**config.mk**
```make
export PLATFORM = sky130hd
export DESIGN_NAME = sorted_timer_queue_flat
export DESIGN_NICKNAME = d
export VERILOG_FILES = /design/src/sv/stq_pkg.sv /design/src/sv/stq_if.sv /design/src/sv/stq_ram.sv /design/src/sv/sorted_timer_queue.sv /design/src/flat_wrapper.sv
export SDC_FILE = /design/constraint.sdc
export NUM_CORES = 2
export LEC_CHECK = 0
export BUFFER_PORTS_ARGS = -buffer_cell sky130_fd_sc_hd__buf_2
export CAP_MARGIN = 20
export CORE_UTILIZATION = 60
export CTS_BUF_LIST = sky130_fd_sc_hd__clkbuf_8
export CTS_CLUSTER_DIAMETER = 30
export CTS_CLUSTER_SIZE = 10
export DETAILED_ROUTE_END_ITERATION = 10
export PLACE_DENSITY = 0.77
export SETUP_SLACK_MARGIN = 0.3
export SYNTH_ARGS = -nofsm -noshare
export SYNTH_HDL_FRONTEND = slang
export SYNTH_SLANG_ARGS = --single-unit
```
**constraint.sdc**
```tcl
create_clock -name i_clk -period 6 [get_ports i_clk]
set_clock_uncertainty 0.05 [all_clocks]
set_input_delay 0.3 -clock i_clk [delete_from_list [all_inputs] [get_ports i_clk]]
set_output_delay 0.3 -clock i_clk [all_outputs]
set_load 0.01 [all_outputs]
```
**src/sv/stq_pkg.sv**
```systemverilog
// Shared types, codes and helpers of the sorted timer queue.
package stq_pkg;

    localparam int OP_W      = 2;
    localparam int REM_W     = 32;
    localparam int KIND_W    = 2;
    localparam int OWNER_W   = 32;
    localparam int ELAPSED_W = 16;

    localparam logic [OP_W-1:0] OP_INSERT  = 2'd0;
    localparam logic [OP_W-1:0] OP_TICK    = 2'd1;
    localparam logic [OP_W-1:0] OP_QUANTUM = 2'd2;

    localparam logic [KIND_W-1:0] KIND_TASK_SWITCH = 2'd2;

    typedef struct packed {
        logic signed [REM_W-1:0] remaining;
        logic [KIND_W-1:0]       kind;
        logic [OWNER_W-1:0]      owner;
    } t_entry;

    localparam int ENTRY_W = $bits(t_entry);

    // remaining - elapsed, clamped at the most negative value
    function automatic logic signed [REM_W-1:0] sat_sub(
        input logic signed [REM_W-1:0] a,
        input logic [ELAPSED_W-1:0]    b
    );
        logic [REM_W:0] d;
        d = {a[REM_W-1], a} - {{(REM_W+1-ELAPSED_W){1'b0}}, b};
        if (d[REM_W] != d[REM_W-1]) begin
            sat_sub = {1'b1, {(REM_W-1){1'b0}}};
        end else begin
            sat_sub = d[REM_W-1:0];
        end
    endfunction

endpackage

```
**src/sv/stq_if.sv**
```systemverilog
// Handshake interfaces for the command and result channels.
interface stq_in_if;
    logic                               valid;
    logic                               ready;
    logic [stq_pkg::OP_W-1:0]           op;
    logic signed [stq_pkg::REM_W-1:0]   delay;
    logic [stq_pkg::KIND_W-1:0]         kind;
    logic [stq_pkg::OWNER_W-1:0]        owner_id;
    logic [stq_pkg::ELAPSED_W-1:0]      elapsed;

    modport source (output valid, op, delay, kind, owner_id, elapsed, input ready);
    modport sink   (input valid, op, delay, kind, owner_id, elapsed, output ready);
endinterface

interface stq_out_if #(parameter int CNT_W = 5);
    logic                               valid;
    logic                               ready;
    logic                               head_valid;
    logic signed [stq_pkg::REM_W-1:0]   head_remaining;
    logic [stq_pkg::KIND_W-1:0]         head_kind;
    logic [stq_pkg::OWNER_W-1:0]        head_owner;
    logic [CNT_W-1:0]                   timer_count;
    logic                               dropped;

    modport source (output valid, head_valid, head_remaining, head_kind, head_owner,
                    timer_count, dropped, input ready);
    modport sink   (input valid, head_valid, head_remaining, head_kind, head_owner,
                    timer_count, dropped, output ready);
endinterface

```
**src/sv/stq_ram.sv**
```systemverilog
// Generic single-write, single-read RAM with registered read data.
module stq_ram #(
    parameter int WIDTH = 66,
    parameter int DEPTH = 16,
    localparam int AW   = $clog2(DEPTH)
) (
    input  logic             i_clk,
    input  logic             i_we,
    input  logic [AW-1:0]    i_waddr,
    input  logic [WIDTH-1:0] i_wdata,
    input  logic             i_re,
    input  logic [AW-1:0]    i_raddr,
    output logic [WIDTH-1:0] o_rdata
);

    logic [WIDTH-1:0] r_mem [DEPTH];
    logic [WIDTH-1:0] r_rdata;

    always_ff @(posedge i_clk) begin
        if (i_we) begin
            r_mem[i_waddr] <= i_wdata;
        end
        if (i_re) begin
            r_rdata <= r_mem[i_raddr];
        end
    end

    assign o_rdata = r_rdata;

endmodule

```
**src/sv/sorted_timer_queue.sv**
```systemverilog
// Top level: sorted timer table walked by a small sequencer over one RAM.
//
// Usage:
//   i_in carries one command per beat: insert a timer, tick (subtract elapsed
//   from every timer, clamped at the most negative count) or quantum reset
//   (drop all task-switch timers, compact, insert one new task-switch timer).
//   o_out returns one result beat per command: head timer, count, dropped.
//   The table lives in a single RAM with one read and one write port; every
//   walk reads an entry, then writes it in the following cycle.
// Work per command, N = timers stored:
//   insert       walks back over the entries that move back (at most N),
//                stops at the first one not larger; dropped at once when full
//   tick         walks all N entries
//   quantum      compaction walk over all N, then an insert on the survivors
//   every walk is paced by the RAM port.
// i_in.ready is high only while the sequencer is idle; one command at a time.
// The result sits in an output register, so a new command is taken while
// the previous result still waits; a stalled o_out holds the sequencer in
// its last step until the result register frees up.
// Reset empties the table (count only, no clearing pass) and drops any result.
module sorted_timer_queue #(
    parameter int TIMER_SLOTS = 16
) (
    input  logic      i_clk,
    input  logic      i_rst_n,
    stq_in_if.sink    i_in,
    stq_out_if.source o_out
);

    localparam int AW    = $clog2(TIMER_SLOTS);
    localparam int CNT_W = $clog2(TIMER_SLOTS + 1);

    localparam logic [3:0] S_IDLE    = 4'd0;
    localparam logic [3:0] S_DISP    = 4'd1;
    localparam logic [3:0] S_INS_GO  = 4'd2;
    localparam logic [3:0] S_INS_RD  = 4'd3;
    localparam logic [3:0] S_INS_WR  = 4'd4;
    localparam logic [3:0] S_INS_PUT = 4'd5;
    localparam logic [3:0] S_CMP_RD  = 4'd6;
    localparam logic [3:0] S_CMP_WR  = 4'd7;
    localparam logic [3:0] S_TICK_RD = 4'd8;
    localparam logic [3:0] S_TICK_WR = 4'd9;
    localparam logic [3:0] S_HEAD_RD = 4'd10;
    localparam logic [3:0] S_HEAD_WR = 4'd11;

    // control
    logic [3:0]       r_state, n_state;
    logic [CNT_W-1:0] r_count, n_count;
    logic [CNT_W-1:0] r_idx, n_idx;
    logic [CNT_W-1:0] r_wr, n_wr;
    logic             r_dropped, n_dropped;
    logic             r_out_valid, n_out_valid;

    // captured command
    logic [stq_pkg::OP_W-1:0]         r_op, n_op;
    logic signed [stq_pkg::REM_W-1:0] r_delay, n_delay;
    logic [stq_pkg::KIND_W-1:0]       r_kind, n_kind;
    logic [stq_pkg::OWNER_W-1:0]      r_owner, n_owner;
    logic [stq_pkg::ELAPSED_W-1:0]    r_elapsed, n_elapsed;

    // result
    logic                             r_head_valid, n_head_valid;
    logic signed [stq_pkg::REM_W-1:0] r_head_rem, n_head_rem;
    logic [stq_pkg::KIND_W-1:0]       r_head_kind, n_head_kind;
    logic [stq_pkg::OWNER_W-1:0]      r_head_owner, n_head_owner;
    logic [CNT_W-1:0]                 r_res_count, n_res_count;
    logic                             r_res_dropped, n_res_dropped;

    // RAM port
    logic                         ram_we, ram_re;
    logic [AW-1:0]                ram_waddr, ram_raddr;
    stq_pkg::t_entry              ram_wdata, ram_rdata, new_entry;
    logic [stq_pkg::ENTRY_W-1:0]  ram_rdata_raw;

    logic [CNT_W-1:0] idx_m1, idx_p1, wr_next;
    logic             keep;

    stq_ram #(
        .WIDTH (stq_pkg::ENTRY_W),
        .DEPTH (TIMER_SLOTS)
    ) u_ram (
        .i_clk   (i_clk),
        .i_we    (ram_we),
        .i_waddr (ram_waddr),
        .i_wdata (ram_wdata),
        .i_re    (ram_re),
        .i_raddr (ram_raddr),
        .o_rdata (ram_rdata_raw)
    );

    assign ram_rdata = ram_rdata_raw;
    assign new_entry = '{remaining: r_delay, kind: r_kind, owner: r_owner};
    assign idx_m1    = r_idx - 1'b1;
    assign idx_p1    = r_idx + 1'b1;
    assign keep      = (ram_rdata.kind != stq_pkg::KIND_TASK_SWITCH);
    assign wr_next   = r_wr + CNT_W'(keep);

    always_comb begin
        n_state       = r_state;
        n_count       = r_count;
        n_idx         = r_idx;
        n_wr          = r_wr;
        n_dropped     = r_dropped;
        n_out_valid   = r_out_valid && !o_out.ready;
        n_op          = r_op;
        n_delay       = r_delay;
        n_kind        = r_kind;
        n_owner       = r_owner;
        n_elapsed     = r_elapsed;
        n_head_valid  = r_head_valid;
        n_head_rem    = r_head_rem;
        n_head_kind   = r_head_kind;
        n_head_owner  = r_head_owner;
        n_res_count   = r_res_count;
        n_res_dropped = r_res_dropped;
        ram_we        = 1'b0;
        ram_waddr     = r_idx[AW-1:0];
        ram_wdata     = new_entry;
        ram_re        = 1'b0;
        ram_raddr     = r_idx[AW-1:0];

        unique case (r_state)
            S_IDLE: begin
                if (i_in.valid) begin
                    n_op      = i_in.op;
                    n_delay   = i_in.delay;
                    n_kind    = i_in.kind;
                    n_owner   = i_in.owner_id;
                    n_elapsed = i_in.elapsed;
                    n_dropped = 1'b0;
                    n_state   = S_DISP;
                end
            end
            S_DISP: begin
                n_idx = '0;
                n_wr  = '0;
                unique case (r_op)
                    stq_pkg::OP_INSERT: n_state = S_INS_GO;
                    stq_pkg::OP_TICK:
                        n_state = (r_count == '0) ? S_HEAD_RD : S_TICK_RD;
                    stq_pkg::OP_QUANTUM: begin
                        n_kind  = stq_pkg::KIND_TASK_SWITCH;
                        n_state = (r_count == '0) ? S_INS_GO : S_CMP_RD;
                    end
                    default: n_state = S_HEAD_RD;
                endcase
            end
            S_INS_GO: begin
                priority if (r_count == CNT_W'(TIMER_SLOTS)) begin
                    n_dropped = 1'b1;
                    n_state   = S_HEAD_RD;
                end else if (r_count == '0) begin
                    n_idx   = '0;
                    n_state = S_INS_PUT;
                end else begin
                    n_idx   = r_count;
                    n_state = S_INS_RD;
                end
            end
            S_INS_RD: begin
                ram_re    = 1'b1;
                ram_raddr = idx_m1[AW-1:0];
                n_state   = S_INS_WR;
            end
            S_INS_WR: begin
                // walk backward: move larger entries up one slot, stop at the first
                // entry not larger than the new one (keeps arrival order on ties)
                ram_we = 1'b1;
                if (ram_rdata.remaining > r_delay) begin
                    ram_wdata = ram_rdata;
                    n_idx     = idx_m1;
                    n_state   = (idx_m1 == '0) ? S_INS_PUT : S_INS_RD;
                end else begin
                    n_count = r_count + 1'b1;
                    n_state = S_HEAD_RD;
                end
            end
            S_INS_PUT: begin
                ram_we  = 1'b1;
                n_count = r_count + 1'b1;
                n_state = S_HEAD_RD;
            end
            S_CMP_RD: begin
                ram_re  = 1'b1;
                n_state = S_CMP_WR;
            end
            S_CMP_WR: begin
                ram_we    = keep;
                ram_waddr = r_wr[AW-1:0];
                ram_wdata = ram_rdata;
                n_wr      = wr_next;
                n_idx     = idx_p1;
                if (idx_p1 == r_count) begin
                    n_count = wr_next;
                    n_state = S_INS_GO;
                end else begin
                    n_state = S_CMP_RD;
                end
            end
            S_TICK_RD: begin
                ram_re  = 1'b1;
                n_state = S_TICK_WR;
            end
            S_TICK_WR: begin
                ram_we    = 1'b1;
                ram_wdata = ram_rdata;
                ram_wdata.remaining = stq_pkg::sat_sub(ram_rdata.remaining, r_elapsed);
                n_idx     = idx_p1;
                n_state   = (idx_p1 == r_count) ? S_HEAD_RD : S_TICK_RD;
            end
            S_HEAD_RD: begin
                ram_re    = 1'b1;
                ram_raddr = '0;
                n_state   = S_HEAD_WR;
            end
            S_HEAD_WR: begin
                if (!r_out_valid || o_out.ready) begin
                    n_out_valid   = 1'b1;
                    n_head_valid  = (r_count != '0);
                    n_head_rem    = (r_count != '0) ? ram_rdata.remaining : '0;
                    n_head_kind   = (r_count != '0) ? ram_rdata.kind : '0;
                    n_head_owner  = (r_count != '0) ? ram_rdata.owner : '0;
                    n_res_count   = r_count;
                    n_res_dropped = r_dropped;
                    n_state       = S_IDLE;
                end
            end
            default: n_state = S_IDLE;
        endcase
    end

    always_ff @(posedge i_clk) begin
        if (!i_rst_n) begin
            r_state     <= S_IDLE;
            r_count     <= '0;
            r_idx       <= '0;
            r_wr        <= '0;
            r_dropped   <= 1'b0;
            r_out_valid <= 1'b0;
        end else begin
            r_state     <= n_state;
            r_count     <= n_count;
            r_idx       <= n_idx;
            r_wr        <= n_wr;
            r_dropped   <= n_dropped;
            r_out_valid <= n_out_valid;
        end
    end

    always_ff @(posedge i_clk) begin
        r_op          <= n_op;
        r_delay       <= n_delay;
        r_kind        <= n_kind;
        r_owner       <= n_owner;
        r_elapsed     <= n_elapsed;
        r_head_valid  <= n_head_valid;
        r_head_rem    <= n_head_rem;
        r_head_kind   <= n_head_kind;
        r_head_owner  <= n_head_owner;
        r_res_count   <= n_res_count;
        r_res_dropped <= n_res_dropped;
    end

    assign i_in.ready           = (r_state == S_IDLE);
    assign o_out.valid          = r_out_valid;
    assign o_out.head_valid     = r_head_valid;
    assign o_out.head_remaining = r_head_rem;
    assign o_out.head_kind      = r_head_kind;
    assign o_out.head_owner     = r_head_owner;
    assign o_out.timer_count    = r_res_count;
    assign o_out.dropped        = r_res_dropped;

`ifndef SYNTH
    a_count_bound: assert property (@(posedge i_clk) disable iff (!i_rst_n)
        r_count <= CNT_W'(TIMER_SLOTS))
        else $error("timer count above table size");

    a_port_exclusive: assert property (@(posedge i_clk) disable iff (!i_rst_n)
        !(ram_we && ram_re))
        else $error("RAM read and write in the same cycle");

    a_head_matches_count: assert property (@(posedge i_clk) disable iff (!i_rst_n)
        o_out.valid |-> (o_out.head_valid == (o_out.timer_count != '0)))
        else $error("head valid disagrees with count");

    a_drop_only_full: assert property (@(posedge i_clk) disable iff (!i_rst_n)
        (o_out.valid && o_out.dropped) |-> (o_out.timer_count == CNT_W'(TIMER_SLOTS)))
        else $error("dropped beat with room in the table");

    a_busy_after_accept: assert property (@(posedge i_clk) disable iff (!i_rst_n)
        (i_in.valid && i_in.ready) |=> !i_in.ready)
        else $error("second command taken while busy");
`endif

endmodule
```
**src/flat_wrapper.sv**
```systemverilog
// flat-port wrapper written by rule: the top's interface ports become plain ports
module sorted_timer_queue_flat 
#(
    parameter int TIMER_SLOTS = 16
)
  (i_clk, i_rst_n, i_in_valid, i_in_op, i_in_delay, i_in_kind, i_in_owner_id, i_in_elapsed, i_in_ready, o_out_valid, o_out_head_valid, o_out_head_remaining, o_out_head_kind, o_out_head_owner, o_out_timer_count, o_out_dropped, o_out_ready);
  stq_in_if i_in_i ();
  stq_out_if o_out_i ();
  input  logic i_clk;
  input  logic i_rst_n;
  input wire logic [$bits(i_in_i.valid)-1:0] i_in_valid;
  input wire logic [$bits(i_in_i.op)-1:0] i_in_op;
  input wire logic [$bits(i_in_i.delay)-1:0] i_in_delay;
  input wire logic [$bits(i_in_i.kind)-1:0] i_in_kind;
  input wire logic [$bits(i_in_i.owner_id)-1:0] i_in_owner_id;
  input wire logic [$bits(i_in_i.elapsed)-1:0] i_in_elapsed;
  output wire logic [$bits(i_in_i.ready)-1:0] i_in_ready;
  output wire logic [$bits(o_out_i.valid)-1:0] o_out_valid;
  output wire logic [$bits(o_out_i.head_valid)-1:0] o_out_head_valid;
  output wire logic [$bits(o_out_i.head_remaining)-1:0] o_out_head_remaining;
  output wire logic [$bits(o_out_i.head_kind)-1:0] o_out_head_kind;
  output wire logic [$bits(o_out_i.head_owner)-1:0] o_out_head_owner;
  output wire logic [$bits(o_out_i.timer_count)-1:0] o_out_timer_count;
  output wire logic [$bits(o_out_i.dropped)-1:0] o_out_dropped;
  input wire logic [$bits(o_out_i.ready)-1:0] o_out_ready;
  assign i_in_i.valid = i_in_valid;
  assign i_in_i.op = i_in_op;
  assign i_in_i.delay = i_in_delay;
  assign i_in_i.kind = i_in_kind;
  assign i_in_i.owner_id = i_in_owner_id;
  assign i_in_i.elapsed = i_in_elapsed;
  assign i_in_ready = i_in_i.ready;
  assign o_out_valid = o_out_i.valid;
  assign o_out_head_valid = o_out_i.head_valid;
  assign o_out_head_remaining = o_out_i.head_remaining;
  assign o_out_head_kind = o_out_i.head_kind;
  assign o_out_head_owner = o_out_i.head_owner;
  assign o_out_timer_count = o_out_i.timer_count;
  assign o_out_dropped = o_out_i.dropped;
  assign o_out_i.ready = o_out_ready;
  sorted_timer_queue #(.TIMER_SLOTS(TIMER_SLOTS)) u_core (.i_clk(i_clk), .i_rst_n(i_rst_n), .i_in(i_in_i), .o_out(o_out_i));
endmodule
```
==> flow_summary.ini <==
[run_status]
status = finished, final reports clean

[synthesis]
synthesis.nets = 2900
postSynthAreaPerCell_sq_um = 18.8
syn_area_sq_um = 51900
async_flop_share = 0
synth.most_common_cell = edfxtp_1
synth_top_area_share = 0.740
yosysSeqAreaShare = 0.748
ys_ff_latch = 1300
syn_inst = 2755
ys.flop_type = edfxtp_1
yosys.area.top_type = edfxtp_1
synth_area_leaders = edfxtp_1 74%, mux4_2 11%, and2_1 1.6%
synth.distinct_cells = 66
synth_edf_count = 1279
yosys_warnings = 0
synthTopCellsByCount = 1,279 x edfxtp_1, 264 x mux4_2, 197 x nand2_1

[final_layout]
synthToLayoutAreaGrowth_pct = 16.1
final_cell_area_sq_um = 60300
layout-drive-gt1-share = 0.268
final.fill_count = 5106
seq_area_sq_um = 38800
multi_input_area_sq_um = 12400
fin_nets = 3309
final_cells = 4486

[grt]
gr-usage-all-layers = 0.287
grt_pass1_vias = 29124
grt_max_degree = 111
grt_pass1_wl_mm = 182
antenna_found_initial = 4
overflow = 0

[placement]
dpl_cell_area_sq_um = 54700
dp_hpwl_mm = 65.0
routabilityCongestion = 0.943
port_buffers = 162
dp.cells = 4002

[sta]
setup_viol = 0
fmax_ghz = 0.186
maxSlewHeadroom = 0.204
hold_viol_final = 0
rsz0062_at_grt = no
worst_slew_pin_slew_ns = 1.19
slew_violations = 0
period_needed_ns = 5.38
fin_tns_setup_ns = 0
timing.final.crit_share = 0.896

[clocking]
clockRootBuffer = clkbuf_8
cts-resized-gates = 0
worstSkewPairLatency_ns = 0.88
cts_buffers = 214
cts_sinks = 1300
htree_levels = 4
clock_path_buffers = 3
post-cts-setup-buffer-count = 0
cts_tree = built
path_clk_slew_ns = 0.06

[critical_path]
crit_path_start_kind = flop
cp_top_family = compound AO/OA/AOI/OAI gates
arrival_ns = 6.02
end_kind = flop
slowest_stage = o21ai_0
critPathMaxFanout = 24
critPathMaxStageDelay_ns = 0.80
path_cells = inv_1, ha_1, inv_1, fa_1, a211o_1, a221o_1, a21oi_1, o2bb2ai_1, o21a_1, nand2_1, nor2_1, nor2_1, ha_1, nand2b_1, buf_4, o21ai_0, buf_2
path_class = flop to flop
cp.required_ns = 6.65
path_buf_inv = 4

[floorplanning]
io_pins = 163
rows = 107
start_util = 0.608
die_h_um = 296
die_w_um = 296
core_area_sq_um = 85400
dieArea_sq_um = 87700

[detailed_routing]
drcViolationCount = 0
routed_wl_mm = 124
routed_via_density = 6.39
vias = 28665
postRouteAntennaNets = 0
drt_iter0_drc = 3397
dr.pass1.iters = 5
wl_per_cell_um = 27.6

[pwr]
powerDensity_nw_per_um2 = 489
power_leakage_uw = 0.0198
vdd_drop_max_mv = 0.427

[worst_hold_path]
hold_path_class = input pin to flop

[job]
max-cap-violations = 0
repair_timing:
| item | CTS | global route |
|---|---|---|
| hold endpoints to repair | 97 | 0 |
| hold buffers | 87 | 0 |
| setup endpoints to repair | 0 | 0 |
area by class of cell:
class / count / area share
inverters: 65 / 0.00411
repair buffers: 333 / 0.0455
well taps: 1144 / 0.0237
clock buffers: 218 / 0.0498
clock inverters: 175 / 0.0275
flip-flops and latches: 1300 / 0.644
multi-input cells: 1250 / 0.206
diodes: 1 / 0.0000415
path summary, 6_finish.rpt:
check	start	end	slack (ns)	cells past startpoint
max	u_core.u_ram.o_rdata[34]	u_core.u_ram.r_mem[10][47]	0.62	17
min	i_in_owner_id[16]	u_core.r_owner[16]	0.09	2
max reg2reg	u_core.u_ram.o_rdata[34]	u_core.u_ram.r_mem[10][47]	0.62	17
min reg2reg	u_core.r_dropped	u_core.o_out.dropped	0.39	0
power breakdown:
| part | total [uW] | switching (uW) | internal, uW | leakage, uW |
|---|---|---|---|---|
| combinational | 8770 | 5150 | 3620 | 0.00565 |
| sequential | 12400 | 445 | 12000 | 0.0117 |
| clock | 8270 | 3700 | 4570 | 0.00242 |
registers in the layout, indices dropped and copies added, names as in the netlist, 16 cells and up:
| register | cells |
|---|---|
| u_core.o_out.head_owner | 32 |
| u_core.r_owner | 32 |
| u_core.u_ram.r_mem | 1056 |
| u_core.u_ram.o_rdata | 66 |
| u_core.r_elapsed | 16 |
| u_core.r_delay | 32 |
| u_core.o_out.head_remaining | 32 |
kinds of logic (layout without fill, tap and decap cells):
kind of cell | Yosys count | in the layout | synth area share
buf+inv | 205 | 791 | 0.0171
flops | 1300 | 1300 | 0.748
fa+ha+maj | 57 | 57 | 0.0139
mux | 300 | 300 | 0.122
compound gates | 356 | 356 | 0.0457
simple gates | 505 | 505 | 0.0475
other cells | 0 | 1 | 0
xor+xnor | 32 | 32 | 0.00569
per-layer routing:
metal  vias to the layer above  GRT usage  routed length [um]
li1                      12006          -                   -
met1                     14609      0.401               48000
met2                      1774      0.457               59900
met3                       272     0.0549               12200
met4                         4      0.106                3460
met5                         -          0                  31
placed cells by master (no fill, tap or decap), types with 16 or more instances in the layout:
cell / netlist / routed
dfxtp_1: 21 / 21
o21ai_0: 50 / 39
mux2_1: 22 / 22
xor2_1: 17 / 17
edfxtp_1: 1279 / 1279
clkbuf_8: 0 / 218
buf_12: 0 / 35
bufinv_16: 0 / 25
nor3_1: 24 / 24
clkinv_2: 0 / 35
and2_1: 132 / 132
nand2_1: 197 / 197
nor2_1: 68 / 52
inv_1: 64 / 93
a211oi_1: 74 / 74
buf_4: 5 / 46
dlygate4sd3_1: 0 / 87
clkinv_1: 1 / 24
mux4_2: 264 / 264
a31oi_1: 75 / 75
buf_2: 63 / 165
a22oi_1: 26 / 26
nand3_1: 19 / 19
a21oi_1: 55 / 55
clkinvlp_4: 0 / 27
nor2_4: 0 / 16
ha_1: 56 / 56
through the flow:
stage | util | setup slack, ns | hold WS, ns | power, uW
2_1_floorplan | - | 1.03 | 0.349 | 18500
3_3_place_gp | 0.641 | 0.793 | 0.378 | 20900
3_5_place_dp | 0.641 | 0.463 | 0.374 | 21200
4_1_cts | 0.706 | 0.494 | 0.0220 | 29500
5_1_grt | 0.706 | 0.530 | 0.0569 | 30700
6_report | 0.706 | 0.625 | 0.0909 | 29500
Power figures use the tool's default switching activity.
